==> config.mk <==
export PLATFORM = sky130hd
export DESIGN_NAME = tga_rle_front
export DESIGN_NICKNAME = d
export VERILOG_FILES = /design/src/rtl/core/tga_rle_pkg.sv /design/src/rtl/core/tga_rle_front.sv
export SDC_FILE = /design/constraint.sdc
export NUM_CORES = 1
export LEC_CHECK = 0
export BUFFER_PORTS_ARGS = -buffer_cell sky130_fd_sc_hd__buf_2
export CAP_MARGIN = 15
export CORE_ASPECT_RATIO = 1.1
export CORE_MARGIN = 1
export CORE_UTILIZATION = 51
export CTS_CLUSTER_SIZE = 28
export DETAILED_ROUTE_END_ITERATION = 10
export GPL_TIMING_DRIVEN = 0
export MAX_ROUTING_LAYER = met4
export PLACE_DENSITY = 0.83
export SLEW_MARGIN = 20
export SYNTH_ARGS = -nofsm -noshare
export SYNTH_HDL_FRONTEND = slang
export SYNTH_SLANG_ARGS = --single-unit
==> constraint.sdc <==
create_clock -name clock -period 3.9 [get_ports clock]
set_input_delay 0.39 -clock clock [delete_from_list [all_inputs] [get_ports clock]]
set_output_delay 0.39 -clock clock [all_outputs]
set_load 0.005 [all_outputs]
==> src/rtl/core/tga_rle_pkg.sv <==
// Shared types, codes and helpers of the Targa run-length line encoder.
// No dependencies; the command queue, front end, back end and top level import this package.
package tga_rle_pkg;

   // Width of the packet length carried in a command (packets hold at most 128 pixels)
   localparam int CMD_CNT_W = 8;

   // Depth of the command queue between front and back end
   localparam int CMDQ_DEPTH = 4;
   localparam int CMDQ_PTR_W = 2;
   localparam int CMDQ_CNT_W = 3;

   // Header bit that marks a run packet
   localparam logic [7:0] RUN_FLAG = 8'h80;
   localparam logic [7:0] LEN_MASK = 8'h7F;

   // Configuration register indexes
   localparam logic CSR_RLE_ENABLE   = 1'b0;
   localparam logic CSR_ALPHA_ENABLE = 1'b1;

   // Work orders passed from the front end to the back end
   typedef enum logic [1:0] {
      CMD_PASS   = 2'd0,
      CMD_SINGLE = 2'd1,
      CMD_RAW    = 2'd2
   } cmd_kind_type;

   typedef struct packed {
      cmd_kind_type           kind;
      logic [7:0]             header;
      logic [CMD_CNT_W-1:0]   count;
      logic [31:0]            key;
      logic                   line_end;
   } cmd_type;

   // One result beat as it waits for the buffer read data
   typedef struct packed {
      logic        header_valid;
      logic [7:0]  header_byte;
      logic [1:0]  pixel_count;
      logic        use_ram;
      logic        two;
      logic [31:0] key;
      logic        packet_end;
      logic        line_end;
   } beat_type;

   // Convert a stored pixel (transparency in the top byte) to the output layout
   function automatic logic [31:0] to_output(input logic [31:0] key, input logic alpha);
      logic [7:0] opacity;
      opacity = alpha ? (8'hFF - key[31:24]) : 8'h00;
      return {opacity, key[23:0]};
   endfunction

endpackage

==> src/rtl/core/tga_rle_front.sv <==
// Encoder front end: accepts pixels, tracks the pending run or raw stretch,
// fills the raw pixel buffer and issues packet commands. Depends on tga_rle_pkg.
module tga_rle_front
   import tga_rle_pkg::*;
#(
   parameter int MAX_PACKET = 128,
   localparam int BANK_DEPTH = (MAX_PACKET + 1) / 2,
   localparam int BANK_AW = (BANK_DEPTH > 1) ? $clog2(BANK_DEPTH) : 1
) (
   input  logic               clock,
   input  logic               reset,
   input  logic               rle_enable,
   input  logic               req_valid,
   output logic               req_stall,
   input  logic [7:0]         req_blue,
   input  logic [7:0]         req_green,
   input  logic [7:0]         req_red,
   input  logic [7:0]         req_transparency,
   input  logic               req_last_in_line,
   output logic               push0,
   output cmd_type            cmd0,
   output logic               push1,
   output cmd_type            cmd1,
   input  logic               q_room,
   input  logic               raw_done,
   output logic               even_we,
   output logic [BANK_AW-1:0] even_waddr,
   output logic [31:0]        even_wdata,
   output logic               odd_we,
   output logic [BANK_AW-1:0] odd_waddr,
   output logic [31:0]        odd_wdata
);

   localparam int CNT_W = $clog2(MAX_PACKET + 1);
   localparam logic [CNT_W-1:0] MAX_CNT = CNT_W'(MAX_PACKET);
   localparam logic [CNT_W-1:0] ONE_CNT = CNT_W'(1);
   localparam logic [CNT_W-1:0] TWO_CNT = CNT_W'(2);

   logic [CNT_W-1:0] cnt_ff, cnt_in;
   logic [31:0]      cur_ff, cur_in;
   logic             raw_ff, raw_in;
   logic             busy_ff, busy_in;

   logic [31:0]      key;
   logic             accept;
   logic             same;
   logic [CNT_W-1:0] cnt_inc;
   logic [CNT_W-1:0] cnt_dec;
   cmd_type          step_cmd, step2_cmd, flush_cmd;
   logic             step_v, step2_v, flush_v;
   logic             set_busy;

   function automatic cmd_type run_cmd(input logic [CNT_W-1:0] n, input logic [31:0] px);
      cmd_type c;
      logic [CMD_CNT_W-1:0] len_m1;
      len_m1   = CMD_CNT_W'(n) - 1'b1;
      c        = '0;
      c.kind   = CMD_SINGLE;
      c.header = RUN_FLAG | (len_m1 & LEN_MASK);
      c.count  = CMD_CNT_W'(n);
      c.key    = px;
      return c;
   endfunction

   function automatic cmd_type raw_cmd(input logic [CNT_W-1:0] n);
      cmd_type c;
      c       = '0;
      c.kind  = CMD_RAW;
      c.count = CMD_CNT_W'(n);
      return c;
   endfunction

   assign key     = {req_transparency, req_red, req_green, req_blue};
   assign same    = (key == cur_ff);
   assign cnt_inc = cnt_ff + 1'b1;
   assign cnt_dec = cnt_ff - 1'b1;

   // Hold new pixels when the command queue lacks room, or while a raw packet drains if this one may write the buffer
   assign req_stall = !q_room || (busy_ff && (raw_ff || (cnt_ff == ONE_CNT)));
   assign accept    = req_valid && !req_stall;

   // Classify the pixel and form commands
   always_comb begin
      cnt_in     = cnt_ff;
      cur_in     = cur_ff;
      raw_in     = raw_ff;
      step_cmd   = '0;
      step2_cmd  = '0;
      flush_cmd  = '0;
      step_v     = 1'b0;
      step2_v    = 1'b0;
      flush_v    = 1'b0;
      even_we    = 1'b0;
      odd_we     = 1'b0;
      even_waddr = '0;
      odd_waddr  = '0;
      even_wdata = key;
      odd_wdata  = key;
      push0      = 1'b0;
      push1      = 1'b0;
      cmd0       = '0;
      cmd1       = '0;

      if (accept && !rle_enable) begin
         // Uncompressed: pass the pixel and drop anything pending
         cnt_in        = '0;
         raw_in        = 1'b0;
         push0         = 1'b1;
         cmd0.kind     = CMD_PASS;
         cmd0.key      = key;
         cmd0.line_end = req_last_in_line;
      end else if (accept) begin
         if (cnt_ff == '0) begin
            cur_in = key;
            cnt_in = ONE_CNT;
            raw_in = 1'b0;
         end else if (!raw_ff && same) begin
            // Extend the run
            cnt_in = cnt_inc;
            if (cnt_inc >= MAX_CNT) begin
               step_v   = 1'b1;
               step_cmd = run_cmd(cnt_inc, cur_ff);
               cnt_in   = '0;
            end
         end else if (!raw_ff && (cnt_ff == ONE_CNT)) begin
            // Start a raw stretch with the held pixel and this one
            even_we    = 1'b1;
            even_wdata = cur_ff;
            odd_we     = 1'b1;
            cur_in     = key;
            cnt_in     = TWO_CNT;
            raw_in     = 1'b1;
            if (TWO_CNT >= MAX_CNT) begin
               step_v   = 1'b1;
               step_cmd = raw_cmd(TWO_CNT);
               cnt_in   = '0;
               raw_in   = 1'b0;
            end
         end else if (!raw_ff) begin
            // Close the run, start a new one
            step_v   = 1'b1;
            step_cmd = run_cmd(cnt_ff, cur_ff);
            cur_in   = key;
            cnt_in   = ONE_CNT;
         end else if (same) begin
            // Repeat ends the raw stretch; its last pixel opens a run
            step_v   = 1'b1;
            step_cmd = raw_cmd(cnt_dec);
            cnt_in   = TWO_CNT;
            raw_in   = 1'b0;
            if (TWO_CNT >= MAX_CNT) begin
               step2_v   = 1'b1;
               step2_cmd = run_cmd(TWO_CNT, cur_ff);
               cnt_in    = '0;
            end
         end else begin
            // Append to the raw stretch
            even_we    = !cnt_ff[0];
            odd_we     = cnt_ff[0];
            even_waddr = BANK_AW'(cnt_ff >> 1);
            odd_waddr  = BANK_AW'(cnt_ff >> 1);
            cur_in     = key;
            cnt_in     = cnt_inc;
            if (cnt_inc >= MAX_CNT) begin
               step_v   = 1'b1;
               step_cmd = raw_cmd(MAX_CNT);
               cnt_in   = '0;
               raw_in   = 1'b0;
            end
         end

         // Line end flushes what is pending
         if (req_last_in_line && (cnt_in != '0)) begin
            flush_v = 1'b1;
            if (raw_in) begin
               flush_cmd = raw_cmd(cnt_in);
            end else if (cnt_in == ONE_CNT) begin
               flush_cmd        = '0;
               flush_cmd.kind   = CMD_SINGLE;
               flush_cmd.count  = CMD_CNT_W'(1);
               flush_cmd.key    = cur_in;
            end else begin
               flush_cmd = run_cmd(cnt_in, cur_in);
            end
            cnt_in = '0;
            raw_in = 1'b0;
         end

         // Pack commands into the two slots, line end on the later one
         push0 = step_v || flush_v;
         cmd0  = step_v ? step_cmd : flush_cmd;
         push1 = step2_v || (step_v && flush_v);
         cmd1  = step2_v ? step2_cmd : flush_cmd;
         if (push1) begin
            cmd1.line_end = req_last_in_line;
         end else begin
            cmd0.line_end = req_last_in_line;
         end
      end
   end

   // Track a raw packet that still reads the buffer
   assign set_busy = (push0 && (cmd0.kind == CMD_RAW)) || (push1 && (cmd1.kind == CMD_RAW));
   assign busy_in  = set_busy || (busy_ff && !raw_done);

   always_ff @(posedge clock) begin
      if (reset) begin
         cnt_ff  <= '0;
         cur_ff  <= '0;
         raw_ff  <= 1'b0;
         busy_ff <= 1'b0;
      end else begin
         cnt_ff  <= cnt_in;
         cur_ff  <= cur_in;
         raw_ff  <= raw_in;
         busy_ff <= busy_in;
      end
   end

endmodule

==> results_dict.tcl, run 1 <==
set metrics [dict create \
    status "finished with violations" \
    violations "setup timing" \
    clk_latency_ps 290 \
    die_w_um 102 \
    ys_types 83 \
    core_um2 10600 \
    syn_area_um2 5630 \
    worstMarginPinSlew_ps 751 \
    rr_startpoint "cnt_ff[1]" \
    ant_nets 0 \
    drv_cap 0 \
    slew_violations 0 \
    pwr-share-clk_pct 33.5 \
    clock_skew_ps 10.6 \
    hp-start "req_green[0]" \
    slew_headroom_pct 49.6 \
    syn_to_final_growth_pct 35.5 \
    wl_per_cell_um 18.9 \
    report.final.setup_viol 1 \
    drive_gt1_share_pct 42.1 \
    gp_congestion 0.973 \
    drcViolationCount 0 \
    cp_top_family "compound AO/OA/AOI/OAI gates" \
    place_ws_ps -1010 \
    cts_tree "done" \
    fp.dieH_um 112 \
    grt_pass1_vias 6200 \
    cts_max_path_buffers 2 \
    drt-total-wl_um 22400 \
    syn_inst 786 \
    ys_warn_count 0 \
    cts_buffers 5 \
    hold_depth 3 \
    crit_path_end_kind "output port" \
    placementRows 39 \
    antenna_found_initial 0 \
    avgSynthCellArea_um2 7.17 \
    crit_required_ps 3510 \
    pwr-share-seq_pct 36.3 \
    startpoint "cur_ff[23]" \
    viasPerCell 6.08 \
    dieArea_um2 11500 \
    grt_overflow_total 0 \
    r2r_end "cur_ff[22]" \
    crit_type "flop to output port" \
    ff2ff_path_depth 12 \
    cp_max_fo 7 \
    power_density_nw_per_um2 164 \
    finalPower_mw 1.25 \
    ff2ff_setup_slack_ps 980 \
    ios 222 \
    vias 7205 \
    max_freq_mhz 256 \
    clock-root-buffer "clkbuf_16" \
    cts_sinks 42 \
    dp_hpwl_um 16300 \
    cp_data_arrival_time_ps 3520 \
    p_leak_nw 3.32 \
    worst_setup_path_start_kind "flop" \
    drt_first_iter_violations 812 \
    clk_pin_slew_worst_paths_ps 70 \
    nNetsFinal 1088 \
    cts_max_level 2 \
    hold_viol_final 0 \
    p_int_uw 840 \
    sw_frac_of_total_pct 32.8 \
    drtPass1Iterations 6 \
    cp_cell_sequence "xor2_1 -> nor4_2 -> buf_4 -> and4_4 -> a221oi_2 -> a2111oi_4 -> inv_2 -> buf_6 -> ha_4 -> buf_4 -> o311a_4 -> a221oi_1 -> buf_2" \
    combPwrFrac_pct 30.2 \
    synth_edf_count 0 \
    async_flop_share_pct 0 \
    synth-main-ff-cell "dfxtp_1" \
    setup_slack_ps -6.27 \
    grt_pass1_wl_um 33100 \
    power.switching_uw 411 \
    n_antenna_cell 0 \
    critPathMaxStageDelay_ps 420 \
    critical_path.slowest_cell "a2111oi_4" \
    syn-num-nets 832 \
    initial_utilization_pct 53.2 \
    layout_min_cycle_time_ps 3910 \
    ys_ff_latch 42 \
    hold_path.class "primary input to flop" \
    critPathBufInv 5 \
    cpMostUsedCell "buf_4" \
    ir_drop_mv 0.175 \
    synth_seq_area_share_pct 14.9 \
    portBuffers 219 \
    grt_max_degree 14 \
    fin_crit_sh_pct 100 \
    grt_usage_pct 37.8 \
    worstHoldEndpoint "cur_ff[8]" \
]
what timing repair did:
item / 4_1_cts / 5_1_grt
resized for setup: 32 / 53
setup endpoints to repair: 135 / 95
setup buffers: 11 / 21
pin swaps: 8 / 21
hold buffers: 0 / 0
power groups by stage:
stage	clock network, mW	logic (mW)	registers (mW)
2_1_floorplan	0	0.192	0.459
3_3_place_gp	0	0.339	0.463
3_5_place_dp	0	0.342	0.463
4_1_cts	0.415	0.353	0.453
5_1_grt	0.432	0.403	0.456
6_report	0.419	0.377	0.454
synthesized netlist by cell type, types with 4 or more instances:
library cell | count | area share (%)
a31oi_1 | 4 | 0.44
o22ai_1 | 5 | 0.56
buf_2 | 21 | 1.9
buf_6 | 4 | 0.80
nor4_2 | 5 | 1.1
nand4_1 | 7 | 0.78
a211oi_1 | 9 | 1.2
nand2_1 | 128 | 8.5
nor3_1 | 20 | 1.8
xnor2_1 | 13 | 2.0
inv_1 | 14 | 0.93
o21ai_0 | 13 | 1.2
a211o_1 | 4 | 0.62
o21ai_1 | 5 | 0.44
mux2_2 | 31 | 6.2
ha_1 | 7 | 1.6
xor2_1 | 40 | 6.2
and2_1 | 37 | 4.1
nor2_1 | 37 | 2.5
dfxtp_1 | 42 | 15
nand3_1 | 74 | 6.6
clkbuf_1 | 27 | 1.8
buf_1 | 4 | 0.27
o211ai_1 | 39 | 5.2
buf_4 | 49 | 6.5
a21oi_1 | 51 | 4.5
a221oi_1 | 8 | 1.2
nor4_4 | 5 | 1.9
o21bai_1 | 4 | 0.53
worst min-delay path, cell delays in order:
cell,delay [ps]
buf_2,140
nand2_1,60
a21oi_1,50
kinds of logic after synthesis:
| logic type | after synthesis | synth area share, % |
|---|---|---|
| other cells | 1 | 0.0666 |
| fa+ha+maj | 7 | 1.55 |
| buf+inv | 120 | 12.3 |
| flops | 42 | 14.9 |
| mux | 35 | 7.15 |
| compound gates | 181 | 23.7 |
| xor+xnor | 53 | 8.24 |
| simple gates | 347 | 32.1 |
per-layer routing:
layer	routed length, um	GRT usage, %
met1	8610	48.3
met2	10500	60.3
met3	2290	4.55
met4	1040	14.5
met5	0	-
metrics by stage:
stage          instance area, um2  std cells  hold slack (ps)  TNS, ps  utilization, %
5_1_grt                      7630       1186              409     -528            72.1
3_3_place_gp                 6910       1148              484   -55940            65.2
3_5_place_dp                 6910       1148              491   -57310            65.2
6_report                     7630       1186              395    -6.27            72.1
4_1_cts                      7240       1166              397        0            68.4
2_1_floorplan                5630        786              470        0               -
area by class of cell:
cell class	instances	area, um2
multi-input combinational	624	4340
buffer	103	701
inverter	15	66.3
clock inverter	2	13.8
clock buffer	6	129
sequential	42	852
fill	882	2960
tap	143	179
timing repair buffer	251	1360
worst max-delay path by stage:
stage / cells after the start / endpoint / slack (ps)
after global placement: 16 / cmd1[26] / -1020
final: 13 / cmd0[45] / -6
after floorplan: 14 / cmd1[24] / 270
after global routing: 14 / cmd0[41] / -60
after detailed placement: 16 / cmd1[26] / -1010
after CTS: 15 / cmd0[47] / 2
placed cells by master, fill, tap and decap left out, types with 5 or more instances in the layout:
| cell type | synthesis | routed |
|---|---|---|
| a221oi_1 | 8 | 7 |
| xor2_1 | 40 | 36 |
| dfxtp_1 | 42 | 35 |
| buf_4 | 49 | 79 |
| nand4_1 | 7 | 7 |
| inv_1 | 14 | 9 |
| o21ai_0 | 13 | 13 |
| nand2_1 | 128 | 127 |
| o211ai_1 | 39 | 39 |
| a21oi_1 | 51 | 48 |
| nor3_1 | 20 | 20 |
| nor4_2 | 5 | 5 |
| xnor2_1 | 13 | 12 |
| clkbuf_16 | 0 | 5 |
| dfxtp_2 | 0 | 6 |
| buf_6 | 4 | 11 |
| o22ai_1 | 5 | 5 |
| a211oi_1 | 9 | 9 |
| nor4_4 | 5 | 5 |
| clkbuf_1 | 27 | 27 |
| nand3_1 | 74 | 74 |
| buf_2 | 21 | 229 |
| nor2_1 | 37 | 36 |
| and2_1 | 37 | 37 |
| mux2_2 | 31 | 31 |
registers in the layout, indices dropped and copies added (netlist names):
signal,flops
busy_ff,1
cnt_ff,8
cur_ff,32
raw_ff,1
Power figures use the tool's default switching activity.
==> run 2, diff against run 1 <==
- ABC_AREA: not set -> 1
- CORE_UTILIZATION: 51 -> 50
==> run 2 against run 1 <==
- the run now ends clean
- first-iteration DRC count is 41% lower
- register-to-register slack improved by 50 ps
- wire length down 11%
- count of clock-buffer cells in the layout decreased by 1
- sequential share of layout area rose by 1.4 points
- sequential cell count unchanged
- clock power shrank 8.8%
- combinational power up 85%
- largest cell class unchanged
- highest routed layer unchanged
==> results_dict.tcl, run 2 <==
set metrics [dict create \
    syn_area_um2 5220 \
    async_flop_share_pct 0 \
    hold_buffers 0 \
    ys_types 47 \
    final_common_cell "nand2_1" \
    reg.largest.list "cur_ff: 32 flops, cnt_ff: 8 flops" \
    ant_nets 0 \
    r2r_end "cnt_ff[0]" \
    worstMarginPinSlew_ps 657 \
    fin_crit_sh_pct 96.1 \
    core_um2 9980 \
    ir_drop_mv 0.158 \
    clk_pin_slew_worst_paths_ps 100 \
    grt_overflow_total 0 \
    slew_headroom_pct 56.2 \
    cts_tree "done" \
    rsz0062_at_grt "true" \
    grt_max_degree 15 \
    grt_usage_pct 36.1 \
    setup_slack_ps 151 \
    slew_violations 0 \
    synth_edf_count 0 \
    grt_pass1_wl_um 30000 \
    syn-num-nets 954 \
    placementRows 38 \
    power_density_nw_per_um2 231 \
    place_ws_ps -182 \
    die_w_um 99.4 \
    netlist.area_leader.share_pct 18.4 \
    synth-main-ff-cell "dfxtp_1" \
    avgSynthCellArea_um2 5.74 \
    cp_data_arrival_time_ps 3360 \
    layout_min_cycle_time_ps 3750 \
    hold_viol_final 0 \
    cp_top_family "simple AND/OR/NAND/NOR gates" \
    crit_path_end_kind "output port" \
    fp.dieH_um 109 \
    clock_skew_ps 10.8 \
    cp_cell_sequence "buf_4 -> nand3_2 -> nor2_4 -> nand4_1 -> nand2_4 -> clkinvlp_4 -> nand2_1 -> nand2_1 -> nand3_1 -> nand2_1 -> nor2_4 -> inv_1 -> ha_1 -> nand3_1 -> nand2_1 -> nor2_2 -> nand2_1 -> nand2_1 -> nand2_1 -> nor2_1 -> buf_2" \
    grt_pass1_vias 5919 \
    synth_most_common_cell "nand2_1" \
    report.final.setup_viol 0 \
    ff2ff_path_depth 15 \
    syn_to_final_growth_pct 28.9 \
    vias 7009 \
    crit_required_ps 3510 \
    antenna_found_initial 0 \
    critPathMaxStageDelay_ps 320 \
    hp-start "reset" \
    synth_seq_area_share_pct 16.1 \
    drive_gt1_share_pct 32.4 \
    top_register "cur_ff" \
    fin_setup_tns_ps 0 \
    crit_type "flop to output port" \
    ios 222 \
    max_freq_mhz 267 \
    ys_warn_count 0 \
    status "finished, final reports clean" \
    worst_setup_path_start_kind "flop" \
    drtPass1Iterations 5 \
    nNetsFinal 1189 \
    worst_hold_slack_ps 243 \
    initial_utilization_pct 52.2 \
    synth_area_leaders "nand2_1 18%, dfxtp_1 16%, o21ai_0 12%" \
    critPathBufInv 4 \
    hold_path.class "primary input to flop" \
    cts_max_path_buffers 2 \
    n_antenna_cell 0 \
    dieArea_um2 10800 \
    gp_congestion 1.03 \
    drv_cap 0 \
    cts_sinks 42 \
    cpMostUsedCell "nand2_1" \
    layout_common_cells "253 x nand2_1, 233 x buf_2, 122 x o21ai_0" \
    wl_per_cell_um 15.7 \
    dp_hpwl_um 15100 \
    synth_common_cells "256 x nand2_1, 124 x o21ai_0, 76 x nor2_1, 72 x inv_1, 49 x a21oi_1" \
    cp_max_fo 9 \
    register_area_um2 846 \
    drt_first_iter_violations 479 \
    syn_inst 908 \
    multi_input_area_um2 3580 \
    clk_latency_ps 320 \
    ff2ff_setup_slack_ps 1030 \
    p_leak_nw 3.53 \
    viasPerCell 5.55 \
    portBuffers 220 \
    worstHoldEndpoint "busy_ff" \
    yosysTopAreaCell "nand2_1" \
    drcViolationCount 0 \
    critical_path.slowest_cell "dfxtp_1" \
    rr_startpoint "cur_ff[16]" \
    hold_depth 2 \
    largest_reg_flops 32 \
    num-fill-cells 1043 \
    cts_max_level 2 \
    cts_buffers 5 \
    clock-root-buffer "clkbuf_8" \
    ys_ff_latch 42 \
    drt-total-wl_um 19900 \
    cp.depth 21 \
]
run 2: cell count changes after synthesis, moves of 9 or more:
| cell | change |
|---|---|
| nor3_1 | +11 |
| xor2_1 | -31 |
| inv_1 | +58 |
| nand3_2 | +9 |
| o21ai_0 | +111 |
| nor2_1 | +39 |
| o211ai_1 | -38 |
| mux2_2 | -31 |
| nand3_1 | -27 |
| and2_1 | -37 |
| xnor2_1 | +16 |
| nand2_1 | +128 |
| inv_2 | +11 |
run 2: metal layers:
layer / vias to the layer above / GRT usage, % / wire length (um)
met4: 0 / 14.2 / 569
li1: 3370 / - / -
met1: 3157 / 43.7 / 7870
met5: - / - / 0
met3: 62 / 4.81 / 1970
met2: 420 / 60.8 / 9470
run 2: worst max path at each step:
stage,from,end
after floorplan,cnt_ff[0],cmd0[10]
after global placement,cnt_ff[0],cmd1[13]
after detailed placement,cnt_ff[0],cmd1[13]
after CTS,cnt_ff[1],cmd0[13]
after global routing,cnt_ff[2],cmd0[45]
final,cnt_ff[2],cmd0[45]
run 2: area by class of cell:
class,count,share of cell area [%]
Tap cell,120,2.23
Clock buffer,5,1.02
Inverter,85,4.91
Buffer,88,8.10
Sequential cell,42,12.6
Multi-Input combinational cell,693,53.2
Timing Repair Buffer,228,17.3
Clock inverter,3,0.651
run 2: report_power, final:
group | leakage (nW) | switching [mW] | internal (mW)
logic | 3.12 | 0.449 | 0.249
clock network | 0.0585 | 0.189 | 0.193
registers | 0.345 | 0.0251 | 0.451
run 2: worst reg2reg max path: stages, from the launching register on:
cell and delay (ps):
dfxtp_1 400, xnor2_1 140, nand2_1 110, nor2_1 100
nand2_1 120, nor2_4 190, nand3_4 210, nand2_4 210
o21ai_0 150, nand2_2 160, ha_1 190, nand3_2 130
nand2_4 180, buf_2 280, a21oi_1 120, nor2_1 120
run 2: metrics by stage:
step,utilization (%),area [um2],power [mW],cells
global route,67.3,6720,1.63,1264
floorplan,-,5220,0.910,908
CTS,66.2,6610,1.52,1256
global placement,64.8,6470,1.14,1248
finish,67.3,6720,1.56,1264
detailed placement,64.8,6470,1.15,1248
run 2: what timing repair did:
action | CTS | global route
pin swaps | 0 | 3
resized for setup | 11 | 21
buffers inserted | 0 | 8
hold endpoints to repair | 0 | 0
setup endpoints to repair | 98 | 89
run 2: cell families (layout without fill, tap and decap cells):
| logic type | after synthesis | count (layout) | share of synthesized area [%] |
|---|---|---|---|
| AOI/OAI and AO/OA | 196 | 196 | 20.2 |
| xor gates and xnor gates | 38 | 38 | 6.38 |
| adders and majority gates | 7 | 7 | 1.68 |
| buffers and inverters | 173 | 409 | 16.5 |
| DFF | 42 | 42 | 16.1 |
| other | 1 | 1 | 0.0719 |
| and+or+nand+nor | 451 | 451 | 39.1 |
==> run 3, diff against run 2 <==
- GPL_TIMING_DRIVEN: 0 -> not set
==> run 3 against run 2 <==
- sequential cell count unchanged
- worst hold slack worse by 1.1 ps
- combinational power fell by 6.9%
- global-route usage down 3.1 points
- register-to-register slack worse by 110 ps
- clock skew fell by 2.1 ps
- clock power decreased by 21%
- critical path type unchanged
==> results_dict.tcl, run 3 (synthesized netlist as in run 2, its figures left out) <==
set metrics [dict create \
    status "finished, final reports clean" \
    layout_common_cells "255 x nand2_1, 220 x buf_2, 122 x o21ai_0" \
    die_w_um 99.4 \
    clk_pin_slew_worst_paths_ps 90 \
    initial_utilization_pct 52.2 \
    core_um2 9980 \
    cts_sinks 42 \
    critical_path.slowest_cell "dfxtp_1" \
    grt_max_degree 49 \
    drcViolationCount 0 \
    place_ws_ps 339 \
    drtPass1Iterations 5 \
    cp_max_fo 17 \
    cpMostUsedCell "nand2_1" \
    cts_tree "done" \
    placementRows 38 \
    power_density_nw_per_um2 225 \
    dieArea_um2 10800 \
    crit_type "flop to output port" \
    critPathBufInv 2 \
    crit_path_end_kind "output port" \
    reg.largest.list "cur_ff: 32 flops, cnt_ff: 8 flops" \
    antenna_found_initial 0 \
    final_area_um2 6340 \
    clock-root-buffer "clkbuf_8" \
    n_antenna_cell 0 \
    dp_hpwl_um 13700 \
    grt_pass1_wl_um 27700 \
    hold_buffers 0 \
    drive_gt1_share_pct 29.2 \
    ios 222 \
    gp_congestion 1.02 \
    report.final.setup_viol 0 \
    drt_first_iter_violations 450 \
    top_register "cur_ff" \
    cp_data_arrival_time_ps 3270 \
    place_area_um2 6210 \
    ir_drop_mv 0.140 \
    cp_top_family "simple AND/OR/NAND/NOR gates" \
    rsz0062_at_grt "false" \
    wl_per_cell_um 15.0 \
    cts_max_level 2 \
    grt_usage_pct 33.0 \
    clk_latency_ps 300 \
    final_common_cell "nand2_1" \
    critPathMaxStageDelay_ps 390 \
    portBuffers 220 \
    slew_headroom_pct 66.1 \
    syn_to_final_growth_pct 21.6 \
    clock_skew_ps 8.75 \
    fin_setup_tns_ps 0 \
    max_freq_mhz 273 \
    crit_required_ps 3510 \
    layout_min_cycle_time_ps 3660 \
    p_leak_nw 3.29 \
    fp.dieH_um 109 \
    cp_cell_sequence "xnor2_1 -> nand2_1 -> nor2_1 -> nand2_1 -> nor2_4 -> nand2_4 -> nand2_1 -> nand2_4 -> o21ai_1 -> nand2_2 -> ha_1 -> nand3_2 -> nand2_8 -> nor2_1 -> buf_4 -> nand2_1 -> nand2_1 -> nand2_1 -> nor2_1 -> buf_2" \
    slew_violations 0 \
    vias 6507 \
    worstMarginPinSlew_ps 507 \
    viasPerCell 5.42 \
    grt_overflow_total 0 \
    hold_path.class "primary input to flop" \
    hold_viol_final 0 \
    drv_cap 0 \
    ant_nets 0 \
    finalPower_mw 1.43 \
    cts_max_path_buffers 2 \
    drt-total-wl_um 18100 \
    worst_setup_path_start_kind "flop" \
    grt_pass1_vias 5544 \
    largest_reg_flops 32 \
    nNetsFinal 1125 \
    cts_buffers 5 \
    fin_crit_sh_pct 93.9 \
    setup_slack_ps 237 \
]
run 3: cell count changes in the layout (fill, tap and decap cells not counted), moves of 3 or more:
cell and change:
buf_12 +3, buf_4 -23, clkbuf_1 -20, nor3_2 -6
buf_6 -3, buf_2 -13, nor3_1 +6, dfxtp_1 +4
clkbuf_2 -5, dfxtp_2 -4
run 3: routing by layer:
layer	share of wire (%)	track usage, %	vias up
met5	0	-	-
met4	2.9	13.7	0
met3	8.2	4.17	41
met2	48	54.5	348
met1	41	40.7	2879
li1	-	-	3239
run 3: repair_timing:
item | CTS | global route
setup endpoints to repair | 0 | 58
buffers inserted | 0 | 0
gates resized for setup | 0 | 7
run 3: report_power, final:
part           internal [mW]  switching (mW)  total, mW
registers              0.451          0.0268      0.478
logic                  0.227           0.423      0.650
clock network          0.128           0.173      0.301
total                  0.806           0.622       1.43
run 3: worst paths after layout:
check                                 from          to  slack, ps  depth (start not counted)
worst max-delay path            cur_ff[28]    cmd0[47]        240                         20
worst min-delay path                 reset     busy_ff        240                          2
worst max register to register   cnt_ff[1]  cur_ff[18]        920                         13
worst min register to register     busy_ff     busy_ff        490                          2
run 3: stage by stage:
stage                     hold slack [ps]  utilization (%)  instances
final                                 242             63.5       1200
after global routing                  227             63.5       1200
after CTS                             233             63.2       1199
after detailed placement              477             62.2       1191
after global placement                467             62.2       1191
after floorplan                       451                -        908
run 3: worst register-to-register path, delay by kind of cell, from the launching register on:
kind	cells	cell delay (ps)
AOI/OAI and AO/OA	3	480
adders and majority gates	1	210
buffers and inverters	5	1250
DFF	1	450
and+or+nand+nor	4	530
run 3: final cells by class:
class / count / area, um2
Multi-Input combinational cell: 694 / 3560
Clock buffer: 5 / 68.8
Inverter: 85 / 324
Clock inverter: 3 / 23.8
Timing Repair Buffer: 251 / 1370
Sequential cell: 42 / 841
Fill cell: 1072 / 3640
Tap cell: 120 / 150
